**src/rtl/mmnr_pkg.sv**
```systemverilog
`timescale 1ns / 1ps

package mmnr_pkg;

    localparam logic [3:0] KIND_NOTE_OFF = 4'h8;
    localparam logic [3:0] KIND_NOTE_ON  = 4'h9;

    localparam logic       EV_RETRIGGER  = 1'b0;
    localparam logic       EV_RELEASE    = 1'b1;

    localparam logic [7:0] RESET_PITCH   = 8'd69;
    localparam int         STEP_W        = 24;

    // one complete note-on or note-off message
    typedef struct packed {
        logic       note_on;
        logic [7:0] pitch;
        logic [7:0] velocity;
    } msg_t;

    function automatic logic [STEP_W-1:0] base_step(input logic [3:0] semitone);
        logic [STEP_W-1:0] s;
        begin
            unique case (semitone)
                4'd0:    s = 24'h0EBC19;
                4'd1:    s = 24'h0F9C66;
                4'd2:    s = 24'h108A09;
                4'd3:    s = 24'h1185CE;
                4'd4:    s = 24'h12908B;
                4'd5:    s = 24'h13AB25;
                4'd6:    s = 24'h14D68D;
                4'd7:    s = 24'h1613C2;
                4'd8:    s = 24'h1763D4;
                4'd9:    s = 24'h18C7E3;
                4'd10:   s = 24'h1A411D;
                4'd11:   s = 24'h1BD0C5;
                default: s = '0;
            endcase
            return s;
        end
    endfunction

    // pitch / 12 as ((pitch >> 2) * 43) >> 7, exact for 8-bit pitch
    function automatic logic [STEP_W-1:0] step_for(input logic [7:0] pitch);
        logic [11:0]       prod;
        logic [4:0]        octave;
        logic [8:0]        octave_x12;
        logic [3:0]        semitone;
        logic [STEP_W-1:0] shifted;
        begin
            prod       = {6'd0, pitch[7:2]} * 12'd43;
            octave     = prod[11:7];
            octave_x12 = {4'd0, octave} * 9'd12;
            semitone   = 4'(({1'b0, pitch} - octave_x12));
            shifted    = base_step(semitone) << octave;
            return shifted;
        end
    endfunction

endpackage

```
**src/rtl/mmnr_if.sv**
```systemverilog
`timescale 1ns / 1ps

interface mmnr_byte_if;
    logic       valid;
    logic       ready;
    logic [7:0] rx_byte;

    modport source (output valid, output rx_byte, input ready);
    modport sink   (input valid, input rx_byte, output ready);
endinterface

interface mmnr_event_if;
    logic        valid;
    logic        ready;
    logic        event_res;
    logic [7:0]  note_pitch;
    logic [7:0]  note_velocity;
    logic [23:0] step_size;

    modport source (output valid, output event_res, output note_pitch,
                    output note_velocity, output step_size, input ready);
    modport sink   (input valid, input event_res, input note_pitch,
                    input note_velocity, input step_size, output ready);
endinterface

```
**src/rtl/mono_midi_note_receiver_top.sv**
```systemverilog
`timescale 1ns / 1ps

// Monophonic MIDI note receiver: takes one MIDI byte per request on midi_in
// and sends a retrigger or release request on note_out for note-on/note-off
// messages (channel ignored, no running status). A new byte is accepted
// every cycle while the pipeline moves; a byte that completes a message
// passes the parser register and then the voice register. The held note
// resets to pitch 69 and step 0, the output velocity to 0, and the step
// is the semitone base step shifted left by the octave.
module mono_midi_note_receiver_top (
    input  logic          clk,
    input  logic          rst_n,
    mmnr_byte_if.sink     midi_in,
    mmnr_event_if.source  note_out
);

    logic           msg_valid;
    logic           msg_ready;
    mmnr_pkg::msg_t msg;

    mmnr_parser u_parser (
        .clk       (clk),
        .rst_n     (rst_n),
        .midi_in   (midi_in),
        .msg_valid (msg_valid),
        .msg       (msg),
        .msg_ready (msg_ready)
    );

    mmnr_voice u_voice (
        .clk       (clk),
        .rst_n     (rst_n),
        .msg_valid (msg_valid),
        .msg       (msg),
        .msg_ready (msg_ready),
        .note_out  (note_out)
    );

endmodule

```
**src/rtl/mmnr_parser.sv**
```systemverilog
`timescale 1ns / 1ps

module mmnr_parser (
    input  logic              clk,
    input  logic              rst_n,
    mmnr_byte_if.sink         midi_in,
    output logic              msg_valid,
    output mmnr_pkg::msg_t    msg,
    input  logic              msg_ready
);

    typedef enum logic [1:0] {
        ST_IDLE,
        ST_DATA1,
        ST_DATA2
    } state_t;

    state_t         state_reg;
    logic [3:0]     kind_reg;
    logic [7:0]     first_reg;
    logic           msg_valid_reg;
    mmnr_pkg::msg_t msg_reg;
    logic           accept;

    assign midi_in.ready = !msg_valid_reg || msg_ready;
    assign accept        = midi_in.valid && midi_in.ready;
    assign msg_valid     = msg_valid_reg;
    assign msg           = msg_reg;

    always_ff @(posedge clk or negedge rst_n)
    begin
        if (!rst_n)
        begin
            state_reg     <= ST_IDLE;
            kind_reg      <= '0;
            first_reg     <= '0;
            msg_valid_reg <= 1'b0;
            msg_reg       <= '0;
        end
        else
        begin
            if (msg_ready)
            begin
                msg_valid_reg <= 1'b0;
            end
            if (accept)
            begin
                unique case (state_reg)
                    ST_IDLE:
                    begin
                        // data bytes are dropped while waiting for status
                        if (midi_in.rx_byte[7])
                        begin
                            kind_reg  <= midi_in.rx_byte[7:4];
                            state_reg <= ST_DATA1;
                        end
                    end
                    ST_DATA1:
                    begin
                        first_reg <= midi_in.rx_byte;
                        state_reg <= ST_DATA2;
                    end
                    ST_DATA2:
                    begin
                        state_reg <= ST_IDLE;
                        if (kind_reg == mmnr_pkg::KIND_NOTE_ON ||
                            kind_reg == mmnr_pkg::KIND_NOTE_OFF)
                        begin
                            msg_valid_reg    <= 1'b1;
                            msg_reg.note_on  <= (kind_reg == mmnr_pkg::KIND_NOTE_ON);
                            msg_reg.pitch    <= first_reg;
                            msg_reg.velocity <= midi_in.rx_byte;
                        end
                    end
                    default:
                    begin
                        state_reg <= ST_IDLE;
                    end
                endcase
            end
        end
    end

endmodule

```
**src/rtl/mmnr_voice.sv**
```systemverilog
`timescale 1ns / 1ps

module mmnr_voice (
    input  logic              clk,
    input  logic              rst_n,
    input  logic              msg_valid,
    input  mmnr_pkg::msg_t    msg,
    output logic              msg_ready,
    mmnr_event_if.source      note_out
);

    logic [7:0]                  held_pitch_reg;
    logic [mmnr_pkg::STEP_W-1:0] held_step_reg;

    logic                        out_valid_reg;
    logic                        out_event_reg;
    logic [7:0]                  out_pitch_reg;
    logic [7:0]                  out_velocity_reg;
    logic [mmnr_pkg::STEP_W-1:0] out_step_reg;

    logic                        take;
    logic                        retrigger;
    logic                        release_hit;
    logic [mmnr_pkg::STEP_W-1:0] step_next;

    assign msg_ready   = !out_valid_reg || note_out.ready;
    assign take        = msg_valid && msg_ready;
    assign retrigger   = take && msg.note_on && (msg.velocity != 8'd0);
    // zero-velocity note-on counts as note-off
    assign release_hit = take && !retrigger && (msg.pitch == held_pitch_reg);
    assign step_next   = mmnr_pkg::step_for(msg.pitch);

    assign note_out.valid         = out_valid_reg;
    assign note_out.event_res     = out_event_reg;
    assign note_out.note_pitch    = out_pitch_reg;
    assign note_out.note_velocity = out_velocity_reg;
    assign note_out.step_size     = out_step_reg;

    always_ff @(posedge clk or negedge rst_n)
    begin
        if (!rst_n)
        begin
            held_pitch_reg    <= mmnr_pkg::RESET_PITCH;
            held_step_reg     <= '0;
            out_valid_reg     <= 1'b0;
            out_event_reg     <= mmnr_pkg::EV_RETRIGGER;
            out_pitch_reg     <= '0;
            out_velocity_reg  <= '0;
            out_step_reg      <= '0;
        end
        else
        begin
            if (note_out.ready)
            begin
                out_valid_reg <= 1'b0;
            end
            if (retrigger)
            begin
                held_pitch_reg    <= msg.pitch;
                held_step_reg     <= step_next;
                out_valid_reg     <= 1'b1;
                out_event_reg     <= mmnr_pkg::EV_RETRIGGER;
                out_pitch_reg     <= msg.pitch;
                out_velocity_reg  <= msg.velocity;
                out_step_reg      <= step_next;
            end
            else if (release_hit)
            begin
                out_valid_reg     <= 1'b1;
                out_event_reg     <= mmnr_pkg::EV_RELEASE;
                out_pitch_reg     <= held_pitch_reg;
                out_velocity_reg  <= '0;
                out_step_reg      <= held_step_reg;
            end
        end
    end

endmodule

```
**src/flat_wrapper.sv**
```systemverilog
// flat-port wrapper written by rule: the top's interface ports become plain ports
module mono_midi_note_receiver_top_flat 
  (clk, rst_n, midi_in_valid, midi_in_rx_byte, midi_in_ready, note_out_valid, note_out_event_res, note_out_note_pitch, note_out_note_velocity, note_out_step_size, note_out_ready);
  mmnr_byte_if midi_in_i ();
  mmnr_event_if note_out_i ();
  input  logic clk;
  input  logic rst_n;
  input wire logic [$bits(midi_in_i.valid)-1:0] midi_in_valid;
  input wire logic [$bits(midi_in_i.rx_byte)-1:0] midi_in_rx_byte;
  output wire logic [$bits(midi_in_i.ready)-1:0] midi_in_ready;
  output wire logic [$bits(note_out_i.valid)-1:0] note_out_valid;
  output wire logic [$bits(note_out_i.event_res)-1:0] note_out_event_res;
  output wire logic [$bits(note_out_i.note_pitch)-1:0] note_out_note_pitch;
  output wire logic [$bits(note_out_i.note_velocity)-1:0] note_out_note_velocity;
  output wire logic [$bits(note_out_i.step_size)-1:0] note_out_step_size;
  input wire logic [$bits(note_out_i.ready)-1:0] note_out_ready;
  assign midi_in_i.valid = midi_in_valid;
  assign midi_in_i.rx_byte = midi_in_rx_byte;
  assign midi_in_ready = midi_in_i.ready;
  assign note_out_valid = note_out_i.valid;
  assign note_out_event_res = note_out_i.event_res;
  assign note_out_note_pitch = note_out_i.note_pitch;
  assign note_out_note_velocity = note_out_i.note_velocity;
  assign note_out_step_size = note_out_i.step_size;
  assign note_out_i.ready = note_out_ready;
  mono_midi_note_receiver_top u_core (.clk(clk), .rst_n(rst_n), .midi_in(midi_in_i), .note_out(note_out_i));
endmodule
```
**config.mk**
```make
export PLATFORM = sky130hd
export DESIGN_NAME = mono_midi_note_receiver_top_flat
export DESIGN_NICKNAME = d
export VERILOG_FILES = /design/src/rtl/mmnr_pkg.sv /design/src/rtl/mmnr_if.sv /design/src/rtl/mono_midi_note_receiver_top.sv /design/src/rtl/mmnr_parser.sv /design/src/rtl/mmnr_voice.sv /design/src/flat_wrapper.sv
export SDC_FILE = /design/constraint.sdc
export NUM_CORES = 1
export LEC_CHECK = 0
export ABC_AREA = 1
export BUFFER_PORTS_ARGS = -buffer_cell sky130_fd_sc_hd__buf_2
export CAP_MARGIN = 10
export CORE_MARGIN = 1
export CORE_UTILIZATION = 45
export CTS_CLUSTER_DIAMETER = 80
export DETAILED_ROUTE_END_ITERATION = 16
export HOLD_SLACK_MARGIN = 0.1
export PLACE_DENSITY = 0.65
export RECOVER_POWER = 100
export SLEW_MARGIN = 20
export SYNTH_ARGS = -nofsm -noshare
export SYNTH_HDL_FRONTEND = slang
export SYNTH_SLANG_ARGS = --single-unit
```
**constraint.sdc**
```tcl
create_clock -name clk -period 8.3 [get_ports clk]
set_clock_uncertainty 0.1 [all_clocks]
set_input_delay 1.66 -clock clk [delete_from_list [all_inputs] [get_ports clk]]
set_output_delay 1.66 -clock clk [all_outputs]
set_load 0.1 [all_outputs]
```
==> out/qor.csv <==
metric,value,unit
initial antenna violation count,0,
reg2reg setup slack,1.44,ns
"most used cell, CP",nand2_1,
Worst setup SP type,flop,
initial DRC count,487,
CTS tree,built,
"Arr. time, crit path",7.06,ns
setup TNS,0,ns
CTS Buf Count,9,
critical path cell sequence,ha_1 -> inv_1 -> fa_1 -> inv_1 -> fa_1 -> ha_1 -> a21oi_1 -> nand3_1 -> nand2_1 -> inv_1 -> ha_1 -> clkinv_1 -> nand2_1 -> nand2_1 -> nand3_1 -> nand3_1 -> nor2_1 -> nand3_1 -> o21ai_0 -> nand2_1 -> nand2_1,
worst r2r src,u_core.u_parser.msg[13],
worst slew margin relative to its limit,-1.301,
Post-CTS Setup Bufs,0,
cell type with the largest total area after synthesis,dfrtp_1,
vias per inst,5.422,
Synth area leaders,"dfrtp_1 (40%), nand2_1 (15%), nand3_1 (13%), ha_1 (6.3%), inv_1 (4.2%)",
status,finished with violations,
worst reg2reg path depth,21,
Post-synth EDFFs,0,
Die Y,122.3,µm
CTS H-tree depth,3,
share of cells above drive strength 1,0.05654,
CTS root buffer,clkbuf_16,
routing usage on met3,0.05065,
setup ws final,1.437,ns
Cell Rows,43,
min-delay worst type,flop to flop,
Critical Path Start,u_core.u_parser.msg[13],
Layout Cells excl Fill,1082,
kind of end point of the critical path,flop,
synthesized cell area,6507,µm²
Max stage delay on crit path,0.80,ns
top post-synthesis cells by count,"nand2_1 (268), nand3_1 (175), dfrtp_1 (103), inv_1 (72), o21ai_0 (34)",
yosys warns,0,
Post-CTS Resized,0,
register area share after synthesis,0.4082,
met2 usage,0.3560,
Antenna Nets Post-Route,0,
Initial Util,0.4652,
met1 Use GR,0.3516,
"count leader, synth",nand2_1,
placed cell count,1066,
Clock Path Buffers,2,
Slowest cell on crit path,ha_1,
grt ovf,0,
Mapped Cells,864,
Clock Latency Late Sink,0.36,ns
I/O pins,55,
fmax,0.1457,GHz
"Primary FF master, synth",dfrtp_1,
"Hold Vio Cnt, Final",0,
unrepaired setup endpoints after global routing,no,
drt first pass iters,6,
Worst Hold Launch,u_core.u_parser.kind_reg[3],
Synth top area share,0.3961,
largest net degree at the start of global routing,68,
CP Max Fanout,29,
worst hold stages,2,
Synth cell types,42,
pre-CTS setup slack,1.830,ns
ant diodes,0,
Final nets,946,
total track usage,0.2411,
drt wl/cell,15.66,µm
CORE AREA,13990,µm²
Synthesized Nets,913,
wire length of the first global-routing pass,27850,µm
vias,5867,
Tmin final,6.863,ns
Detailed Place HPWL,12190,µm
vias in the first global route,5449,
max-cap check violation count,3,
"Avg Cell Area, Syn",7.532,µm²
Tcrit/Tclk final,0.8269,
asr flop ratio synth,1.000,
failing checks,"capacitance limit, slew limit",
hold path endpoint,u_core.u_parser.kind_reg[3],
DR DRC count,0,
number of I/O port buffers,54,
synthesis-to-finish area growth,8.306,%
post-cts hold buffer count,0,
reg2reg end,u_core.u_voice.note_out.step_size[0],
routed wire length,16950,µm
# clock sinks,106,
Yosys reg bits,106,
die area,14950,µm²
crit path kind,flop to flop,
Worst-path clk slew,0.07,ns
GRT Max-Usage Layer,met2,
fin. max-slew vios,151,
die width,122.3,µm
Final GP Congestion,0.9808,
Critical Path RT,8.50,ns
Worst Tran Pin Value,3.452,ns
Final setup viols,0,
through the flow:
| stage | cell area [µm²] | utilization | hold slack, ns |
|---|---|---|---|
| floorplan | 6507 | - | 0.3223 |
| global placement | 6884 | 0.4921 | 0.3374 |
| detailed placement | 6884 | 0.4921 | 0.3471 |
| CTS | 7169 | 0.5125 | 0.3663 |
| global route | 7048 | 0.5038 | 0.3961 |
| finish | 7048 | 0.5038 | 0.3686 |
final cells by class:
class / count / area, µm²
Fill cell: 1430 / 6940
Timing Repair Buffer: 61 / 252.7
Clock inverter: 7 / 60.06
Multi-Input combinational cell: 641 / 3331
Tap cell: 180 / 225.2
Clock buffer: 9 / 225.2
Inverter: 78 / 297.8
Sequential cell: 106 / 2656
worst max-delay path: cells and delay by family, from the launching register on:
| family | cells | cell delay, ns |
|---|---|---|
| compound gates | 2 | 0.53 |
| simple gates | 10 | 2.09 |
| buf+inv | 4 | 1.13 |
| fa+ha+maj | 5 | 2.47 |
| flops | 1 | 0.47 |
metal layers:
layer | share of wire | vias up
li1 | - | 2913
met1 | 0.49 | 2749
met2 | 0.43 | 176
met3 | 0.052 | 29
met4 | 0.022 | 0
met5 | 0 | -
layout by cell type (no fill, tap or decap), types with 3 or more instances in the layout:
cell | synthesis | final
nand2_2 | 3 | 3
or2_2 | 3 | 3
xor2_1 | 5 | 5
nand2_4 | 3 | 3
dfrtp_1 | 103 | 103
a21oi_1 | 26 | 26
buf_4 | 2 | 3
nand3_1 | 175 | 175
fa_1 | 4 | 4
inv_1 | 72 | 73
clkbuf_16 | 0 | 9
ha_1 | 33 | 33
clkbuf_1 | 20 | 48
nor2_1 | 29 | 29
a31oi_1 | 4 | 4
nand2_1 | 268 | 268
dfstp_2 | 3 | 3
a22o_1 | 7 | 7
o21ai_0 | 34 | 49
nand4_1 | 10 | 10
buf_2 | 10 | 10
cell families after synthesis:
kind of cell    synth area share
fa+ha+maj                0.07576
simple gates              0.3390
xor+xnor                 0.01365
flops                     0.4082
buf+inv                  0.07364
mux                     0.003461
compound gates           0.08633
worst max path at each step:
| stage | slack [ns] | to | cells past startpoint |
|---|---|---|---|
| 6_report | 1.44 | u_core.u_voice.note_out.step_size[0] | 21 |
| 5_1_grt | 0.89 | u_core.u_voice.note_out.step_size[17] | 26 |
| 4_1_cts | 1.80 | u_core.u_voice.note_out.step_size[17] | 26 |
| 3_5_place_dp | 1.83 | u_core.u_voice.note_out.step_size[17] | 26 |
| 3_3_place_gp | 1.82 | u_core.u_voice.note_out.step_size[19] | 25 |
| 2_1_floorplan | 3.52 | u_core.u_voice.note_out.step_size[17] | 31 |
Power is left out: the tool's default activity adds up to more than one toggle a clock period on the data nets, which glitch-free logic cannot reach.
